<file path="src/sv/shcs_pkg.sv">
`timescale 1ns / 1ps
// Types and constants of the sensor health and calibration supervisor.
// No dependencies; imported by every module of the block.
package shcs_pkg;

    localparam int unsigned WORD_W = 32;
    localparam int unsigned PROD_W = 2 * WORD_W;
    localparam logic [WORD_W-1:0] U32_MAX = {WORD_W{1'b1}};
    localparam int unsigned CAL_FRACTION_SHIFT = 2;

    typedef enum logic [1:0] {
        CMD_TICK      = 2'd0,
        CMD_CAL_START = 2'd1,
        CMD_CAL_STOP  = 2'd2
    } t_cmd;

    localparam logic [1:0] STAT_OK        = 2'd0;
    localparam logic [1:0] STAT_UNCHANGED = 2'd1;

    localparam logic [1:0] CFG_POLL    = 2'd0;
    localparam logic [1:0] CFG_INVALID = 2'd1;
    localparam logic [1:0] CFG_RESET   = 2'd2;

    typedef struct packed {
        logic [WORD_W-1:0] poll_interval_ms;
        logic [WORD_W-1:0] invalid_interval_ms;
        logic [WORD_W-1:0] reset_interval_ms;
    } t_cfg;

    typedef struct packed {
        logic [1:0]        cmd;
        logic [1:0]        update_status;
        logic              cal_step_done;
        logic              saved_cal_valid;
        logic [WORD_W-1:0] now_ms;
    } t_item;

    typedef struct packed {
        logic              data_ok;
        logic              healthy;
        logic              health_lost;
        logic              calibrating;
        logic              calibrated;
        logic [WORD_W-1:0] cal_tick_index;
        logic              reinit_request;
    } t_result;

endpackage

</file>
<file path="src/sv/shcs_cfg.sv">
`timescale 1ns / 1ps
// Configuration registers and the product reload strobe after a poll interval write.
// Depends on shcs_pkg.
module shcs_cfg
    import shcs_pkg::*;
(
    input  logic              i_clk,
    input  logic              i_rst_n,
    input  logic              i_cfg_valid,
    input  logic [1:0]        i_cfg_index,
    input  logic [WORD_W-1:0] i_cfg_data,
    output t_cfg              o_cfg,
    output logic              o_reload
);

    t_cfg r_cfg;
    logic r_reload;

    always_ff @(posedge i_clk) begin
        if (!i_rst_n) begin
            r_cfg.poll_interval_ms    <= WORD_W'(10);
            r_cfg.invalid_interval_ms <= WORD_W'(1000);
            r_cfg.reset_interval_ms   <= WORD_W'(5000);
            r_reload                  <= 1'b0;
        end else begin
            r_reload <= 1'b0;
            if (i_cfg_valid) begin
                case (i_cfg_index)
                    CFG_POLL: begin
                        r_cfg.poll_interval_ms <= i_cfg_data;
                        r_reload               <= 1'b1;
                    end
                    CFG_INVALID: r_cfg.invalid_interval_ms <= i_cfg_data;
                    CFG_RESET:   r_cfg.reset_interval_ms   <= i_cfg_data;
                    default: ;
                endcase
            end
        end
    end

    assign o_cfg    = r_cfg;
    assign o_reload = r_reload;

endmodule

</file>
<file path="config.mk">
export PLATFORM = sky130hd
export DESIGN_NAME = shcs_cfg
export DESIGN_NICKNAME = d
export VERILOG_FILES = /design/src/sv/shcs_pkg.sv /design/src/sv/shcs_cfg.sv
export SDC_FILE = /design/constraint.sdc
export NUM_CORES = 1
export LEC_CHECK = 0
export ABC_AREA = 1
export BUFFER_PORTS_ARGS = -buffer_cell sky130_fd_sc_hd__clkbuf_2
export CORE_ASPECT_RATIO = 1.25
export CORE_MARGIN = 5
export CORE_UTILIZATION = 35
export CTS_BUF_LIST = sky130_fd_sc_hd__clkbuf_16
export DETAILED_ROUTE_END_ITERATION = 8
export GPL_TIMING_DRIVEN = 0
export PLACE_DENSITY = 0.66
export SYNTH_ARGS = -nofsm -noshare
export SYNTH_HDL_FRONTEND = slang
export SYNTH_SLANG_ARGS = --single-unit
</file>
<file path="constraint.sdc">
create_clock -name i_clk -period 3.4 [get_ports i_clk]
set_clock_uncertainty 0.1 [all_clocks]
set_input_delay 0.68 -clock i_clk [delete_from_list [all_inputs] [get_ports i_clk]]
set_output_delay 0.68 -clock i_clk [all_outputs]
set_load 0.01 [all_outputs]
</file>
==> impl_metrics.py, run 1 <==
metrics = {
    "detailed_routing": {
        "vias_per_cell": 4.380,
        "initialDrtViolationCount": 117,
        "routed-via-count": 3850,
        "ant_nets": 0,
        "wl_um": 11980,
        "drt_first_pass_iters": 4,
        "drc": 0,
        "detail_route.wl_per_cell_um": 13.62,
    },
    "synthesis": {
        "synth_flop_cell": "dfxtp_1",
        "netlist_top_cells_area": "dfxtp_1 49%, nand2_1 15%, nor2_1 13%",
        "ys_warn_count": 0,
        "syn_inst": 599,
        "syn_nets": 636,
        "synth_common_cells": "157 x nand2_1, 138 x nor2_1, 97 x dfxtp_1",
        "syn-cell-area_mm2": 0.003976,
        "async_flop_share": 0,
        "yosysSeqAreaShare": 0.4884,
        "yosysTopAreaCell": "dfxtp_1",
        "synth_most_common_cell": "nand2_1",
        "synth_top_area_frac": 0.4884,
        "synth-edff-count": 0,
        "avgSynthCellArea_um2": 6.638,
        "netlist-cell-type-count": 13,
        "ys_ff_latch": 97,
    },
    "pwr": {
        "power_frac_seq": 0.486,
        "p_sw_uw": 653.2,
        "pwr-share-comb": 0.130,
        "power_density_mw_per_mm2": 497.6,
        "p_sw_frac": 0.2589,
        "clkPwrFrac": 0.383,
        "max-vdd-ir-drop_uv": 209.2,
        "leakage_nw": 2.865,
        "p_int_mw": 1.870,
    },
    "global_routing": {
        "overflow": 0,
        "grt_pass1_wl_um": 18900,
        "grt_pass1_vias": 3528,
        "antenna_found_initial": 0,
        "grt_max_degree": 15,
        "grtUsageTotal": 0.1769,
    },
    "finish": {
        "num-fill-cells": 1230,
        "final_nets": 777,
        "drive_gt1_frac": 0.2231,
        "synthToLayoutAreaGrowth_pct": 27.53,
        "design_area_mm2": 0.005071,
        "n_antenna_cell": 0,
    },
    "clocking": {
        "cts_made_buffers": 9,
        "postCtsSetupRepairBufs": 0,
        "cts-hold-fix-buffers": 0,
        "htree_levels": 3,
        "clockRootBuffer": "clkbuf_16",
        "cts.repair.resized": 0,
        "cts.clk_slew.worst_paths_ns": 0.06,
        "clock_latency_ns": 0.33,
        "cts_buffer_depth": 2,
        "cts_tree": "done",
        "clkSinkCount": 97,
    },
    "sta": {
        "final.setup.tns_ns": 0,
        "tightest_slew_ns": 0.6083,
        "slew_violations": 0,
        "maxSlewHeadroom": 0.5944,
        "rsz0062_at_grt": "no",
        "timing.final.crit_share": 0.4786,
        "setup_viol": 0,
        "hold_violations": 0,
        "period_needed_ns": 1.627,
        "fmax_mhz": 614.6,
    },
    "worst_setup_path": {
        "rr_endpoint": "o_cfg[56]",
        "worstPathMaxFanout": 2,
        "crit_type": "flip-flop to output port",
        "cp-end-kind": "output port",
        "max_stage_delay_ns": 0.37,
        "r2r_start": "o_cfg[56]",
        "crit_buf_inv": 1,
        "crit_required_ns": 2.62,
        "crit_family": "flip-flops",
        "critPathArrivalTime_ns": 0.85,
        "startpoint_type": "flip-flop",
        "startpoint": "o_cfg[31]",
        "rrSetupSlack_ns": 2.59,
        "crit_chain": "clkbuf_2",
        "slowest_stage": "dfxtp_1",
        "crit_cells": 1,
        "endpoint": "o_cfg[31]",
        "r2r_cells": 4,
    },
    "min_path": {
        "hold_class": "flip-flop to flip-flop",
    },
    "floorplan": {
        "dieWidth_um": 105.3,
        "die_h_um": 129.2,
        "die_area_mm2": 0.01361,
        "io_pins": 134,
        "rows": 43,
        "initial_core_util": 0.3570,
        "core_area_mm2": 0.01114,
    },
    "place": {
        "post_dp_cell_area_mm2": 0.004796,
        "port_buffers": 130,
        "hpwl_um": 8966,
        "gp_congestion": 0.7713,
    },
    "job": {
        "max_cap_violations": 0,
    },
    "outcome": {
        "status": "finished clean",
    },
}
[stage by stage]
| stage | cells | utilization | setup WS (ns) | hold slack [ns] | total power, mW |
|---|---|---|---|---|---|
| after floorplan | 599 | - | 1.751 | 0.3889 | 1.440 |
| after detailed placement | 864 | 0.4306 | 1.437 | 0.3427 | 1.586 |
| final | 879 | 0.4553 | 1.773 | 0.3577 | 2.523 |
| after global placement | 864 | 0.4306 | 1.455 | 0.3374 | 1.582 |
| after CTS | 879 | 0.4553 | 1.767 | 0.3595 | 2.560 |
| after global routing | 879 | 0.4553 | 1.691 | 0.3974 | 2.664 |
[worst min path at each step]
stage | startpoint | endpoint | slack (ns) | depth (start not counted)
after floorplan | o_cfg[12] | o_cfg[12] | 0.39 | 2
after global placement | o_cfg[67] | o_cfg[67] | 0.34 | 2
after detailed placement | o_cfg[67] | o_cfg[67] | 0.34 | 2
after CTS | o_cfg[67] | o_cfg[67] | 0.36 | 2
after global routing | o_cfg[65] | o_cfg[65] | 0.40 | 2
final | o_cfg[67] | o_cfg[67] | 0.36 | 2
[per-layer routing]
layer  share of wire  up-vias  track usage
met5               0        -            0
met4           0.013        0      0.06255
met3           0.051        9      0.03787
met2            0.50       97       0.3007
met1            0.43     1680       0.2225
li1                -     2064            -
[sequential cells by signal (all words and copies together), names as in the netlist]
name      flops
o_cfg        96
o_reload      1
[layout by cell type, fill, tap and decap left out]
master     instances
a21oi_1           30
buf_1             10
buf_2             21
buf_4              2
bufinv_16          1
clkbuf_1           5
clkbuf_16          9
clkbuf_2         130
clkinv_1           4
clkinv_2           1
dfxtp_1           97
inv_1             86
nand2_1          157
nand3_1           46
nand3_2            1
nand4_1            5
nor2_1           138
nor2_2             1
[power by group through the flow]
| stage | clock (mW) | sequential [mW] | combinational (mW) |
|---|---|---|---|
| CTS | 0.998 | 1.23 | 0.335 |
| global route | 1.06 | 1.23 | 0.373 |
| global placement | 0 | 1.25 | 0.330 |
| finish | 0.967 | 1.23 | 0.329 |
| floorplan | 0 | 1.28 | 0.162 |
| detailed placement | 0 | 1.25 | 0.333 |
[logic make-up (layout without fill, tap and decap cells)]
family          count (synthesis)  in the layout  share of synthesized area
simple gates                  348            348                     0.3483
buf+inv                       124            269                     0.1256
flops                          97             97                     0.4884
compound gates                 30             30                    0.03776
[cell type report]
class,instances,area (µm²),area share
timing repair buffer,130,650.6,0.1283
clock buffer,9,225.2,0.04441
buffer,38,176.4,0.03479
tap,135,168.9,0.03331
sequential,97,1942,0.3829
multi-input combinational,378,1535,0.3027
inverter,86,322.8,0.06366
clock inverter,6,50.05,0.009869
(Power assumes the default switching activity.)
==> inputs of run 2 (changes only) <==
ABC_AREA = 0   (was 1)
PLACE_DENSITY = 0.69   (was 0.66)
clock period = 1.41 ns   (was 3.4 ns; I/O delays follow)
==> run 2 against run 1 <==
  * Final cell count decreased by 28%
  * Via count shrank 24%
  * Setup slack got worse by 1.6 ns
  * Count of clock-buffer cells in the layout stayed put
  * Synthesized cell count fell by 41%
  * Clock power increased by 120%
  * Critical path type unchanged
  * Critical endpoint is now o_cfg[36]
  * Highest routed layer unchanged
==> impl_metrics.py, run 2 <==
metrics = {
    "outcome": {
        "status": "finished clean",
    },
    "synthesis": {
        "synth_flop_cell": "dfxtp_1",
        "netlist-cell-type-count": 17,
        "synth_most_common_cell": "nand2_1",
        "synth_common_cells": "114 x nand2_1, 97 x dfxtp_1, 92 x mux2i_1",
        "synth-edff-count": 0,
        "ys_warn_count": 0,
        "syn_nets": 393,
        "avgSynthCellArea_um2": 10.25,
        "ys_ff_latch": 97,
        "synth_top_area_frac": 0.5322,
        "syn-cell-area_mm2": 0.003648,
        "async_flop_share": 0,
        "yosysTopAreaCell": "dfxtp_1",
        "netlist_top_cells_area": "dfxtp_1 53%, mux2i_1 25%, nand2_1 12%",
        "syn_inst": 356,
        "yosysSeqAreaShare": 0.5322,
    },
    "sta": {
        "period_needed_ns": 1.214,
        "hold_violations": 0,
        "slew_violations": 0,
        "rsz0062_at_grt": "no",
        "fmax_mhz": 823.9,
        "maxSlewHeadroom": 0.6114,
        "tightest_slew_ns": 0.5829,
        "timing.final.crit_share": 0.8608,
        "setup_viol": 0,
    },
    "finish": {
        "layout_common_cells": "132 x clkbuf_2, 114 x nand2_1, 97 x dfxtp_1",
        "largest_register_ffs": 96,
        "drive_gt1_frac": 0.3287,
        "synthToLayoutAreaGrowth_pct": 29.39,
        "n_antenna_cell": 0,
        "final_nets": 536,
        "layout_commonest_cell": "clkbuf_2",
        "utilization": 0.4648,
        "num-fill-cells": 987,
        "seqCellArea_mm2": 0.001942,
        "multi_input_area_mm2": 0.001548,
    },
    "min_path": {
        "min_path_cells": 3,
        "hold_class": "primary input to flip-flop",
    },
    "global_routing": {
        "grtUsageTotal": 0.1586,
        "met2_usage": 0.2643,
        "grt_pass1_wl_um": 15340,
        "antenna_found_initial": 0,
        "grt_use_met1": 0.1923,
        "grt_max_degree": 15,
        "grt_pass1_vias": 2994,
        "use_met3": 0.05042,
        "grt.busiest_layer": "met2",
        "overflow": 0,
    },
    "clocking": {
        "htree_levels": 3,
        "postCtsSetupRepairBufs": 0,
        "cts_tree": "done",
        "cts-hold-fix-buffers": 0,
        "clkSinkCount": 97,
        "cts_made_buffers": 9,
        "cts_buffer_depth": 2,
        "clockRootBuffer": "clkbuf_16",
        "cts.clk_slew.worst_paths_ns": 0.06,
        "cts.repair.resized": 0,
        "clock_latency_ns": 0.33,
    },
    "worst_setup_path": {
        "slowest_stage": "dfxtp_1",
        "crit_required_ns": 1.03,
        "crit_cells": 1,
        "worstPathMaxFanout": 2,
        "cp-end-kind": "output port",
        "crit_family": "flip-flops",
        "startpoint_type": "flip-flop",
        "r2r_cells": 1,
        "crit_chain": "clkbuf_2",
        "crit_type": "flip-flop to output port",
        "max_stage_delay_ns": 0.36,
        "crit_buf_inv": 1,
        "critPathArrivalTime_ns": 0.83,
    },
    "detailed_routing": {
        "initialDrtViolationCount": 71,
        "wl_um": 9850,
        "drt_first_pass_iters": 4,
        "vias_per_cell": 4.658,
        "drc": 0,
        "routed-via-count": 2939,
        "ant_nets": 0,
        "detail_route.wl_per_cell_um": 15.61,
    },
    "pwr": {
        "p_sw_frac": 0.2388,
        "p_total_mw": 5.553,
        "p_sw_mw": 1.326,
        "clkPwrFrac": 0.381,
        "pwr-share-comb": 0.097,
        "power_frac_seq": 0.521,
        "p_int_mw": 4.227,
        "max-vdd-ir-drop_uv": 500.7,
        "leakage_nw": 2.364,
        "power_density_mw_per_mm2": 1176,
    },
    "floorplan": {
        "io_pins": 134,
        "die_area_mm2": 0.01258,
        "die_h_um": 124.2,
        "rows": 41,
        "dieWidth_um": 101.3,
        "core_area_mm2": 0.01016,
        "initial_core_util": 0.3592,
    },
    "job": {
        "max_cap_violations": 0,
    },
    "place": {
        "hpwl_um": 7535,
        "gp_congestion": 0.7718,
        "port_buffers": 132,
    },
}
## run 2: cell types whose count changed after synthesis, moves of 4 or more
cell and change:
nor2_1 -138, a21oi_1 -30, buf_6 +4, nand3_1 -46
inv_1 -84, nand4_1 -5, nor2b_1 +13, mux2i_1 +92
buf_2 -11, nand2_1 -43, buf_1 -10
## run 2: power groups by stage
stage,clock network (mW),logic [mW],registers [mW]
after floorplan,0,0.261,2.99
after global placement,0,0.543,2.95
after detailed placement,0,0.553,2.95
after CTS,2.18,0.555,2.89
after global routing,2.31,0.597,2.90
final,2.12,0.541,2.89
## run 2: kinds of logic (layout without fill, tap and decap cells)
| kind of cell | Yosys count | after routing | share of synthesized area |
|---|---|---|---|
| AND/OR/NAND/NOR | 136 | 136 | 0.1626 |
| flip-flops | 97 | 97 | 0.5322 |
| buffers and inverters | 27 | 173 | 0.04355 |
| AO/OA/AOI/OAI | 4 | 4 | 0.009261 |
| multiplexers | 92 | 92 | 0.2524 |
## run 2: worst paths after layout
path	startpoint	to	slack, ns
worst max register to register	o_cfg[38]	o_cfg[38]	0.63
worst max-delay path	o_cfg[36]	o_cfg[36]	0.20
worst min-delay path	i_cfg_data[7]	o_cfg[71]	0.10
worst min register to register	o_cfg[52]	o_cfg[52]	0.36
## run 2: through the flow
step | cells | setup TNS [ns] | cell area [µm²] | hold WS (ns) | setup slack [ns]
6_report | 631 | 0 | 4721 | 0.1016 | 0.1962
5_1_grt | 631 | 0 | 4721 | 0.1120 | 0.1493
4_1_cts | 631 | 0 | 4721 | 0.08773 | 0.1751
3_5_place_dp | 617 | -0.1911 | 4471 | 0.3511 | -0.04871
3_3_place_gp | 617 | 0 | 4471 | 0.3431 | 0.01571
2_1_floorplan | 356 | 0 | 3649 | 0.3241 | 0.2805
## run 2: metal layers
metal | vias to the layer above | part of all wire
met5 | - | 0
met4 | 0 | 0.013
met3 | 13 | 0.076
met2 | 93 | 0.48
met1 | 1375 | 0.43
li1 | 1458 | -
## run 2: final cells by class
class,instances,area share
clock inverter,5,0.005301
buffer,25,0.03207
clock buffer,9,0.04771
multi-input combinational,232,0.3279
timing repair buffer,132,0.1399
inverter,2,0.001590
tap,129,0.03419
sequential,97,0.4113
